<file path="src/rtl/core/rc_channel_frame_parser_defines.svh">
// Assertion helpers for the frame parser.
// Both sample on clk and are off while arst_n is low.
`ifndef RC_CHANNEL_FRAME_PARSER_DEFINES_SVH
`define RC_CHANNEL_FRAME_PARSER_DEFINES_SVH

// Consequent must hold in the same cycle as the antecedent.
`define RCFP_ASSERT_NOW(label, ante, cons, msg) \
	label: assert property (@(posedge clk) disable iff (!arst_n) (ante) |-> (cons)) \
		else $error(msg);

// Consequent must hold in the cycle after the antecedent.
`define RCFP_ASSERT_NEXT(label, ante, cons, msg) \
	label: assert property (@(posedge clk) disable iff (!arst_n) (ante) |=> (cons)) \
		else $error(msg);

`endif

</file>
<file path="src/rtl/core/rcfp_pkg.sv">
package rcfp_pkg;

	localparam logic [7:0] HdrFirst  = 8'h20;
	localparam logic [7:0] HdrSecond = 8'h40;

	typedef logic [4:0] pos_t;
	localparam pos_t PosHunt      = 5'd0;
	localparam pos_t FirstDataPos = 5'd2;
	localparam pos_t LastPos      = 5'd21;

	localparam int NumCh   = 10;
	localparam int ChIdxW  = $clog2(NumCh);

	localparam logic [15:0] CentreReset = 16'd1500;
	localparam logic [15:0] ArmReset    = 16'd2000;

	// (mag*16384 + 250) / 500 == (mag*4096 + 62) / 125, exact for mag < 1024
	// via multiply by ceil(2^29 / 125) and a shift of 29.
	localparam int          MagBits     = 10;
	localparam int          NumW        = MagBits + 12;
	localparam logic [NumW-1:0] RoundBias = NumW'(62);
	localparam int          RecipW      = 23;
	localparam logic [RecipW-1:0] Recip125 = 23'd4294968;
	localparam int          RecipShift  = 29;
	localparam int          ProdW       = NumW + RecipW;

	localparam logic [15:0] PosLimit = 16'd32767;
	localparam logic [15:0] NegLimit = 16'd32768;

	typedef enum logic {
		REG_CENTRE = 1'b0,
		REG_ARM    = 1'b1
	} cfg_reg_t;

	typedef struct packed {
		logic s3;
		logic s4;
	} stage_en_t;

endpackage

</file>
<file path="src/rtl/core/rcfp_if.sv">
interface rcfp_byte_if;
	logic       valid;
	logic       ready;
	logic [7:0] rx_byte;

	modport source (output valid, output rx_byte, input ready);
	modport sink (input valid, input rx_byte, output ready);
endinterface

interface rcfp_rec_if;
	logic               valid;
	logic               ready;
	logic        [15:0] throttle;
	logic signed [15:0] roll_delta;
	logic signed [15:0] pitch_delta;
	logic signed [15:0] yaw_delta;
	logic        [15:0] knob_a;
	logic        [15:0] knob_b;
	logic        [15:0] switch_a;
	logic        [15:0] switch_b;
	logic        [15:0] switch_c;
	logic               armed;

	modport source (
		output valid, output throttle, output roll_delta, output pitch_delta,
		output yaw_delta, output knob_a, output knob_b, output switch_a,
		output switch_b, output switch_c, output armed, input ready
	);
	modport sink (
		input valid, input throttle, input roll_delta, input pitch_delta,
		input yaw_delta, input knob_a, input knob_b, input switch_a,
		input switch_b, input switch_c, input armed, output ready
	);
endinterface

</file>
<file path="src/rtl/core/rcfp_axis_scale.sv">
module rcfp_axis_scale
	import rcfp_pkg::*;
(
	input  logic               clk,
	input  stage_en_t          en,
	input  logic signed [16:0] diff_s2,
	output logic signed [15:0] delta_s4
);

	logic              neg;
	logic [16:0]       mag;
	logic              big;
	logic [NumW-1:0]   num;
	logic [ProdW-1:0]  prod;

	logic              neg_s3;
	logic              big_s3;
	logic [15:0]       quo_s3;
	logic [15:0]       delta;

	always_comb begin
		neg  = diff_s2[16];
		mag  = neg ? 17'(-diff_s2) : 17'(diff_s2);
		// anything from 1024 up saturates either way
		big  = |mag[16:MagBits];
		num  = {mag[MagBits-1:0], 12'd0} + RoundBias;
		prod = ProdW'(num) * ProdW'(Recip125);
	end

	always_ff @(posedge clk) begin
		if (en.s3) begin
			neg_s3 <= neg;
			big_s3 <= big;
			quo_s3 <= prod[RecipShift +: 16];
		end
	end

	always_comb begin
		if (neg_s3) begin
			delta = (big_s3 || quo_s3 > NegLimit) ? NegLimit : 16'(-quo_s3);
		end else begin
			delta = (big_s3 || quo_s3 > PosLimit) ? PosLimit : quo_s3;
		end
	end

	always_ff @(posedge clk) begin
		if (en.s4) begin
			delta_s4 <= signed'(delta);
		end
	end

endmodule

</file>
<file path="src/rtl/core/rc_channel_frame_parser.sv">
// Frame byte 21 enters s1; its record registers through s2, s3 and s4 and is presented from s4.
// Throughput: one byte a cycle unless stalled; framing registers update in the cycle a byte leaves s1.
// Pipeline: s1 byte register, s2 record/difference, s3 reciprocal multiply, s4 output.
// Reset (arst_n low): stage valids, frame position and previous byte clear, centre
// returns to 1500 and arm code to 2000; the channel byte store is not reset.
`include "rc_channel_frame_parser_defines.svh"

module rc_channel_frame_parser
	import rcfp_pkg::*;
(
	input  logic               clk,
	input  logic               arst_n,
	rcfp_byte_if.sink          rx,
	rcfp_rec_if.source         rec,
	input  logic               psel,
	input  logic               penable,
	input  logic               pwrite,
	input  logic [2:0]         paddr,
	input  logic [31:0]        pwdata,
	output logic [31:0]        prdata,
	output logic               pready
);

	// ---------------------------------------------------------------
	// Config registers: centre at 0x0, arm code at 0x4
	// ---------------------------------------------------------------
	logic [15:0] centre_q;
	logic [15:0] arm_q;
	cfg_reg_t    reg_sel;
	logic        cfg_wr;

	assign reg_sel = cfg_reg_t'(paddr[2]);
	assign cfg_wr  = psel && penable && pwrite;
	assign pready  = 1'b1;

	always_ff @(posedge clk or negedge arst_n) begin
		if (!arst_n) begin
			centre_q <= CentreReset;
			arm_q    <= ArmReset;
		end else if (cfg_wr) begin
			case (reg_sel)
				REG_CENTRE: centre_q <= pwdata[15:0];
				REG_ARM:    arm_q    <= pwdata[15:0];
				default:    ;
			endcase
		end
	end

	always_comb begin
		case (reg_sel)
			REG_CENTRE: prdata = {16'd0, centre_q};
			REG_ARM:    prdata = {16'd0, arm_q};
			default:    prdata = 32'd0;
		endcase
	end

	// ---------------------------------------------------------------
	// Stage handshakes: each stage loads when it is empty or the one
	// after it is loading, so a stalled record never blocks input
	// until every stage behind it is full.
	// ---------------------------------------------------------------
	logic v_s1, v_s2, v_s3, v_s4;
	logic rdy_s1, rdy_s2, rdy_s3, rdy_s4;
	stage_en_t en;

	assign rdy_s4 = !v_s4 || rec.ready;
	assign rdy_s3 = !v_s3 || rdy_s4;
	assign rdy_s2 = !v_s2 || rdy_s3;
	assign rdy_s1 = !v_s1 || rdy_s2;
	assign rx.ready = rdy_s1;
	assign en.s3 = rdy_s3;
	assign en.s4 = rdy_s4;

	// ---------------------------------------------------------------
	// s1: input byte register
	// ---------------------------------------------------------------
	logic [7:0] byte_s1;

	always_ff @(posedge clk or negedge arst_n) begin
		if (!arst_n) begin
			v_s1 <= 1'b0;
		end else if (rdy_s1) begin
			v_s1 <= rx.valid;
		end
	end

	always_ff @(posedge clk) begin
		if (rdy_s1) begin
			byte_s1 <= rx.rx_byte;
		end
	end

	// ---------------------------------------------------------------
	// Framing. Position 0 is hunting; 2..21 is the next frame byte.
	// The header check looks at the previous word whatever the state,
	// so the last frame byte can open the next header. Header values
	// inside a frame are plain data. Odd codes 1 and 22..31 hunt.
	// ---------------------------------------------------------------
	pos_t              pos_q;
	pos_t              pos_d;
	pos_t              pos_off;
	logic [7:0]        prev_q;
	logic              take_s1;
	logic              in_frame;
	logic              emit_s1;
	logic [ChIdxW-1:0] ch_idx;
	logic              hi_half;

	// low byte of every channel, high byte of all but the arm channel,
	// whose high byte is the word that completes the frame
	logic [7:0] lo_q [NumCh];
	logic [7:0] hi_q [NumCh-1];

	assign take_s1 = v_s1 && rdy_s2;

	always_comb begin
		in_frame = pos_q inside {[FirstDataPos:LastPos]};
		pos_off  = pos_q - FirstDataPos;
		ch_idx   = pos_off[ChIdxW:1];
		hi_half  = pos_off[0];
		emit_s1  = in_frame && (pos_q == LastPos);
		if (!in_frame) begin
			pos_d = (prev_q == HdrFirst && byte_s1 == HdrSecond) ? FirstDataPos : PosHunt;
		end else if (emit_s1) begin
			pos_d = PosHunt;
		end else begin
			pos_d = pos_q + 5'd1;
		end
	end

	always_ff @(posedge clk or negedge arst_n) begin
		if (!arst_n) begin
			pos_q  <= PosHunt;
			prev_q <= 8'd0;
		end else if (take_s1) begin
			pos_q  <= pos_d;
			prev_q <= byte_s1;
		end
	end

	always_ff @(posedge clk) begin
		for (int i = 0; i < NumCh; i++) begin
			if (take_s1 && in_frame && !hi_half && ch_idx == ChIdxW'(i)) begin
				lo_q[i] <= byte_s1;
			end
		end
		for (int i = 0; i < NumCh - 1; i++) begin
			if (take_s1 && in_frame && hi_half && ch_idx == ChIdxW'(i)) begin
				hi_q[i] <= byte_s1;
			end
		end
	end

	// ---------------------------------------------------------------
	// s2: record register. Stick axes leave as centred differences.
	// ---------------------------------------------------------------
	logic        [15:0] throttle_s2, knob_a_s2, knob_b_s2;
	logic        [15:0] switch_a_s2, switch_b_s2, switch_c_s2;
	logic               armed_s2;
	logic signed [16:0] roll_s2, pitch_s2, yaw_s2;

	always_ff @(posedge clk or negedge arst_n) begin
		if (!arst_n) begin
			v_s2 <= 1'b0;
		end else if (rdy_s2) begin
			v_s2 <= take_s1 && emit_s1;
		end
	end

	always_ff @(posedge clk) begin
		if (rdy_s2) begin
			throttle_s2 <= {hi_q[2], lo_q[2]};
			knob_a_s2   <= {hi_q[4], lo_q[4]};
			knob_b_s2   <= {hi_q[5], lo_q[5]};
			switch_a_s2 <= {hi_q[6], lo_q[6]};
			switch_b_s2 <= {hi_q[7], lo_q[7]};
			switch_c_s2 <= {hi_q[8], lo_q[8]};
			armed_s2    <= ({byte_s1, lo_q[9]} == arm_q);
			roll_s2     <= signed'({1'b0, hi_q[0], lo_q[0]} - {1'b0, centre_q});
			pitch_s2    <= signed'({1'b0, hi_q[1], lo_q[1]} - {1'b0, centre_q});
			yaw_s2      <= signed'({1'b0, hi_q[3], lo_q[3]} - {1'b0, centre_q});
		end
	end

	// ---------------------------------------------------------------
	// s3/s4: axis scaling to Q1.14 with saturation, raw channels follow
	// ---------------------------------------------------------------
	rcfp_axis_scale u_roll  (.clk(clk), .en(en), .diff_s2(roll_s2),  .delta_s4(rec.roll_delta));
	rcfp_axis_scale u_pitch (.clk(clk), .en(en), .diff_s2(pitch_s2), .delta_s4(rec.pitch_delta));
	rcfp_axis_scale u_yaw   (.clk(clk), .en(en), .diff_s2(yaw_s2),   .delta_s4(rec.yaw_delta));

	logic [15:0] throttle_s3, knob_a_s3, knob_b_s3;
	logic [15:0] switch_a_s3, switch_b_s3, switch_c_s3;
	logic        armed_s3;
	logic [15:0] throttle_s4, knob_a_s4, knob_b_s4;
	logic [15:0] switch_a_s4, switch_b_s4, switch_c_s4;
	logic        armed_s4;

	always_ff @(posedge clk or negedge arst_n) begin
		if (!arst_n) begin
			v_s3 <= 1'b0;
			v_s4 <= 1'b0;
		end else begin
			if (rdy_s3) v_s3 <= v_s2;
			if (rdy_s4) v_s4 <= v_s3;
		end
	end

	always_ff @(posedge clk) begin
		if (rdy_s3) begin
			throttle_s3 <= throttle_s2;
			knob_a_s3   <= knob_a_s2;
			knob_b_s3   <= knob_b_s2;
			switch_a_s3 <= switch_a_s2;
			switch_b_s3 <= switch_b_s2;
			switch_c_s3 <= switch_c_s2;
			armed_s3    <= armed_s2;
		end
		if (rdy_s4) begin
			throttle_s4 <= throttle_s3;
			knob_a_s4   <= knob_a_s3;
			knob_b_s4   <= knob_b_s3;
			switch_a_s4 <= switch_a_s3;
			switch_b_s4 <= switch_b_s3;
			switch_c_s4 <= switch_c_s3;
			armed_s4    <= armed_s3;
		end
	end

	assign rec.valid    = v_s4;
	assign rec.throttle = throttle_s4;
	assign rec.knob_a   = knob_a_s4;
	assign rec.knob_b   = knob_b_s4;
	assign rec.switch_a = switch_a_s4;
	assign rec.switch_b = switch_b_s4;
	assign rec.switch_c = switch_c_s4;
	assign rec.armed    = armed_s4;

	// ---------------------------------------------------------------
	// Checks
	// ---------------------------------------------------------------
	`RCFP_ASSERT_NEXT(a_emit_loads_s2, take_s1 && emit_s1, v_s2, "frame end lost before s2")
	`RCFP_ASSERT_NEXT(a_no_stray_rec, rdy_s2 && !(take_s1 && emit_s1), !v_s2, "stray record")
	`RCFP_ASSERT_NOW(a_pos_legal, 1'b1, (pos_q == PosHunt) || in_frame, "bad frame position")
	`RCFP_ASSERT_NOW(a_empty_takes, !rec.valid, rx.ready, "input stalled with output empty")

endmodule

</file>
<file path="src/flat_wrapper.sv">
// flat-port wrapper written by rule: the top's interface ports become plain ports
module rc_channel_frame_parser_flat import rcfp_pkg::*;
  (clk, arst_n, psel, penable, pwrite, paddr, pwdata, prdata, pready, rx_valid, rx_rx_byte, rx_ready, rec_valid, rec_throttle, rec_roll_delta, rec_pitch_delta, rec_yaw_delta, rec_knob_a, rec_knob_b, rec_switch_a, rec_switch_b, rec_switch_c, rec_armed, rec_ready);
  rcfp_byte_if rx_i ();
  rcfp_rec_if rec_i ();
  input  logic clk;
  input  logic arst_n;
  input  logic psel;
  input  logic penable;
  input  logic pwrite;
  input  logic [2:0] paddr;
  input  logic [31:0] pwdata;
  output logic [31:0] prdata;
  output logic pready;
  input wire logic [$bits(rx_i.valid)-1:0] rx_valid;
  input wire logic [$bits(rx_i.rx_byte)-1:0] rx_rx_byte;
  output wire logic [$bits(rx_i.ready)-1:0] rx_ready;
  output wire logic [$bits(rec_i.valid)-1:0] rec_valid;
  output wire logic [$bits(rec_i.throttle)-1:0] rec_throttle;
  output wire logic [$bits(rec_i.roll_delta)-1:0] rec_roll_delta;
  output wire logic [$bits(rec_i.pitch_delta)-1:0] rec_pitch_delta;
  output wire logic [$bits(rec_i.yaw_delta)-1:0] rec_yaw_delta;
  output wire logic [$bits(rec_i.knob_a)-1:0] rec_knob_a;
  output wire logic [$bits(rec_i.knob_b)-1:0] rec_knob_b;
  output wire logic [$bits(rec_i.switch_a)-1:0] rec_switch_a;
  output wire logic [$bits(rec_i.switch_b)-1:0] rec_switch_b;
  output wire logic [$bits(rec_i.switch_c)-1:0] rec_switch_c;
  output wire logic [$bits(rec_i.armed)-1:0] rec_armed;
  input wire logic [$bits(rec_i.ready)-1:0] rec_ready;
  assign rx_i.valid = rx_valid;
  assign rx_i.rx_byte = rx_rx_byte;
  assign rx_ready = rx_i.ready;
  assign rec_valid = rec_i.valid;
  assign rec_throttle = rec_i.throttle;
  assign rec_roll_delta = rec_i.roll_delta;
  assign rec_pitch_delta = rec_i.pitch_delta;
  assign rec_yaw_delta = rec_i.yaw_delta;
  assign rec_knob_a = rec_i.knob_a;
  assign rec_knob_b = rec_i.knob_b;
  assign rec_switch_a = rec_i.switch_a;
  assign rec_switch_b = rec_i.switch_b;
  assign rec_switch_c = rec_i.switch_c;
  assign rec_armed = rec_i.armed;
  assign rec_i.ready = rec_ready;
  rc_channel_frame_parser u_core (.clk(clk), .arst_n(arst_n), .rx(rx_i), .rec(rec_i), .psel(psel), .penable(penable), .pwrite(pwrite), .paddr(paddr), .pwdata(pwdata), .prdata(prdata), .pready(pready));
endmodule
</file>
<file path="config.mk">
export PLATFORM = sky130hd
export DESIGN_NAME = rc_channel_frame_parser_flat
export DESIGN_NICKNAME = d
export VERILOG_FILES = /design/src/rtl/core/rcfp_pkg.sv /design/src/rtl/core/rcfp_if.sv /design/src/rtl/core/rcfp_axis_scale.sv /design/src/rtl/core/rc_channel_frame_parser.sv /design/src/flat_wrapper.sv
export VERILOG_INCLUDE_DIRS = /design/src /design/src/rtl/core
export SDC_FILE = /design/constraint.sdc
export NUM_CORES = 1
export LEC_CHECK = 0
export BUFFER_PORTS_ARGS = -buffer_cell sky130_fd_sc_hd__buf_2
export CAP_MARGIN = 10
export CORE_MARGIN = 5
export CORE_UTILIZATION = 30
export CTS_CLUSTER_SIZE = 25
export DETAILED_ROUTE_END_ITERATION = 10
export PLACE_DENSITY_LB_ADDON = 0.15
export SETUP_SLACK_MARGIN = 0.3
export SYNTH_ARGS = -nofsm -noshare
export SYNTH_HDL_FRONTEND = slang
export SYNTH_SLANG_ARGS = --single-unit
</file>
<file path="constraint.sdc">
create_clock -name clk -period 15.5 [get_ports clk]
set_clock_uncertainty 0.2 [all_clocks]
set_input_delay 0.775 -clock clk [delete_from_list [all_inputs] [get_ports clk]]
set_output_delay 0.775 -clock clk [all_outputs]
set_load 0.005 [all_outputs]
</file>
==> impl_metrics.json <==
{
  "status": "complete, no violations",
  "mostFrequentLayoutCells": "edfxtp_1 (604), ha_1 (385), inv_1 (312), buf_2 (194), nand2_1 (130)",
  "ys_ff_latch": 653,
  "syn-cell-area_mm2": 0.0344,
  "seq_area_frac_synth_pct": 56.3,
  "cts_root_buffer": "clkbuf_16",
  "synth-edff-count": 604,
  "endpoint_kind": "flop",
  "cap_violations": 0,
  "drive_gt1_share_pct": 13.9,
  "htree_levels": 3,
  "crit_arrival_ns": 7.72,
  "initial_core_util_pct": 30.1,
  "track_usage_pct": 12.8,
  "cpPeakStageDelay_ns": 0.56,
  "cts_tree": "built",
  "first_iter_violations": 1006,
  "syn_inst": 2573,
  "syn_area_per_cell_um2": 13.4,
  "critical-path-top-delay-family": "adder cells",
  "critical_path_class": "flop to flop",
  "final-seq-area_mm2": 0.0194,
  "cp.required_ns": 15.66,
  "crit_slowest_cell": "edfxtp_1",
  "drcViolationCount": 0,
  "synth-main-ff-cell": "edfxtp_1",
  "post_cts_resized": 0,
  "cts.path.max_buffers": 3,
  "max_freq_mhz": 132,
  "fin_setup_tns_ns": 0,
  "insertion_delay_ns": 0.64,
  "gr-total-overflow": 0,
  "synthDistinctLibCells": 80,
  "rsz0062_at_grt": "false",
  "hold_path.class": "primary input to asynchronous set/reset pin",
  "wl_per_cell_um": 17.8,
  "worstPathMaxFanout": 8,
  "ios": 230,
  "final_common_cell": "edfxtp_1",
  "globalplace.congestion": 0.836,
  "cp-start-kind": "flop",
  "cts_setup_buffers": 0,
  "clock_sinks": 653,
  "die_w_um": 349,
  "route.vias.total": 20400,
  "setup_viol": 0,
  "fp-row-count": 124,
  "ctsHoldBuffers": 0,
  "portBuffers": 194,
  "grt_pass1_vias": 21400,
  "grt_max_degree": 99,
  "worstMarginPinSlew_ns": 1.12,
  "finalCriticalPeriod_ns": 7.56,
  "cts_buffers": 74,
  "cpMostUsedCell": "ha_1",
  "drt_wl_total_mm": 78.6,
  "period_share_pct": 48.8,
  "die_y_um": 349,
  "via_per_inst": 4.64,
  "drt.antenna.violating_nets": 0,
  "antenna_found_initial": 10,
  "dr.pass1.iters": 5,
  "core_area_mm2": 0.114,
  "path_clk_slew_ns": 0.06,
  "max_slew_margin_pct": 25.2,
  "slew_violations": 0,
  "syn2layout_area_growth_pct": 15.3,
  "path_buf_inv": 3,
  "async_flop_share_pct": 7.50,
  "fillers": 11100,
  "hold_viol": 0,
  "dpl.hpwl_mm": 55.7,
  "fin_nets": 3359,
  "multi_input_area_mm2": 0.0137,
  "die_area_mm2": 0.122,
  "yosys_warnings": 0,
  "grt_pass1_wl_mm": 122
}
-- cells by family (layout without fill, tap and decap cells) --
logic type	count (synthesis)	in the layout	share of synthesized area [%]
muxes	48	48	1.55
and+or+nand+nor	489	489	6.97
AOI/OAI and AO/OA	385	385	7.43
xor gates and xnor gates	159	159	4.19
buffers and inverters	360	663	4.16
other	2	21	0.0218
adders and majority gates	477	477	19.4
DFF	653	653	56.3
-- metal layers --
| metal | part of all wire, % | routed length (um) | global-route usage, % | vias to the layer above |
|---|---|---|---|---|
| met2 | 46 | 36400 | 21.1 | 433 |
| li1 | - | - | - | 9836 |
| met3 | 5.4 | 4230 | 2.90 | 123 |
| met5 | 0.069 | 54 | 0 | - |
| met4 | 2.4 | 1870 | 3.33 | 6 |
| met1 | 46 | 36000 | 17.1 | 10000 |
-- Yosys cell counts, types with 9 or more instances --
cell type | number | area share, %
o311ai_0 | 25 | 0.64
ha_1 | 385 | 14
o41ai_1 | 13 | 0.33
dfrtp_1 | 36 | 2.6
nor3_1 | 55 | 0.80
a21oi_1 | 68 | 0.99
o21bai_1 | 14 | 0.31
o21ai_0 | 106 | 1.5
or3_1 | 22 | 0.40
clkbuf_1 | 26 | 0.28
and3_1 | 15 | 0.27
a21boi_0 | 10 | 0.22
nand4_1 | 15 | 0.27
and2_1 | 9 | 0.16
nor2_1 | 126 | 1.4
buf_4 | 17 | 0.37
nand2_1 | 131 | 1.4
xor2_1 | 46 | 1.2
dfstp_2 | 13 | 0.99
o31ai_1 | 12 | 0.26
a31oi_1 | 14 | 0.25
nor2b_1 | 18 | 0.33
a21o_1 | 47 | 1.0
nor4_1 | 11 | 0.20
nand3_1 | 32 | 0.47
inv_1 | 313 | 3.4
o21a_1 | 13 | 0.28
o311ai_1 | 11 | 0.28
or4_1 | 11 | 0.24
edfxtp_1 | 604 | 53
fa_1 | 92 | 5.4
nand2b_1 | 14 | 0.25
mux2_2 | 41 | 1.3
xnor2_1 | 109 | 2.8
-- final timing paths --
check                           slack, ns                 start  depth (start not counted)                      end
worst max-delay path                 7.94      u_core.yaw_s2[0]                         25  u_core.u_yaw.quo_s3[13]
worst min-delay path                 0.04                arst_n                          2      u_core.centre_q[13]
worst max register to register       7.94      u_core.yaw_s2[0]                         25  u_core.u_yaw.quo_s3[13]
worst min register to register       0.21  u_core.knob_a_s3[14]                          0    u_core.rec.knob_a[14]
max in group asynchronous           14.59                arst_n                          2         u_core.prev_q[3]
min in group clk                     0.11         rx_rx_byte[3]                          1        u_core.byte_s1[3]
-- worst register-to-register path: stages (launching register included) --
cell,delay (ns)
edfxtp_1,0.56
or2_1,0.31
or4_1,0.46
or4_1,0.50
o21ai_2,0.22
xor2_2,0.43
nor2_1,0.15
nor2_1,0.26
inv_1,0.08
ha_1,0.29
ha_1,0.28
inv_1,0.05
fa_1,0.53
inv_1,0.04
ha_1,0.28
ha_1,0.30
ha_1,0.30
ha_1,0.42
and3_1,0.25
nand2_1,0.11
nor2_1,0.16
nand3_1,0.09
a31o_2,0.23
a21boi_0,0.36
nor4_1,0.08
a311o_1,0.33
-- metrics by stage --
stage | util [%] | worst slack (ns) | hold WS [ns] | std cells | area (um2)
after CTS | 34.7 | 7.85 | 0.0118 | 4403 | 39700
after floorplan | - | 8.46 | 0.200 | 2588 | 34500
after detailed placement | 32.6 | 7.93 | 0.205 | 4268 | 37200
final | 34.7 | 7.94 | 0.0442 | 4407 | 39700
after global routing | 34.7 | 7.44 | 0.0477 | 4404 | 39700
after global placement | 32.6 | 7.88 | 0.200 | 4268 | 37200
-- sequential cells by signal (all words and copies together), names as in the netlist, 17 cells and up --
| signal | count |
|---|---|
| u_core.hi_q | 72 |
| u_core.lo_q | 80 |
| u_core.pitch_s2 | 17 |
| u_core.roll_s2 | 17 |
| u_core.yaw_s2 | 17 |
-- area by class of cell --
type                       count  area share, %
timing repair buffer         214           2.83
tap                         1512           4.77
sequential                   653           48.9
inverter                     314           2.99
multi-input combinational   1575           34.5
clock inverter                43           1.12
antenna                        4         0.0252
clock buffer                  92           4.94
Power is not shown: default switching activity piles up to over one toggle a cycle in this logic, so the estimate is an artifact.
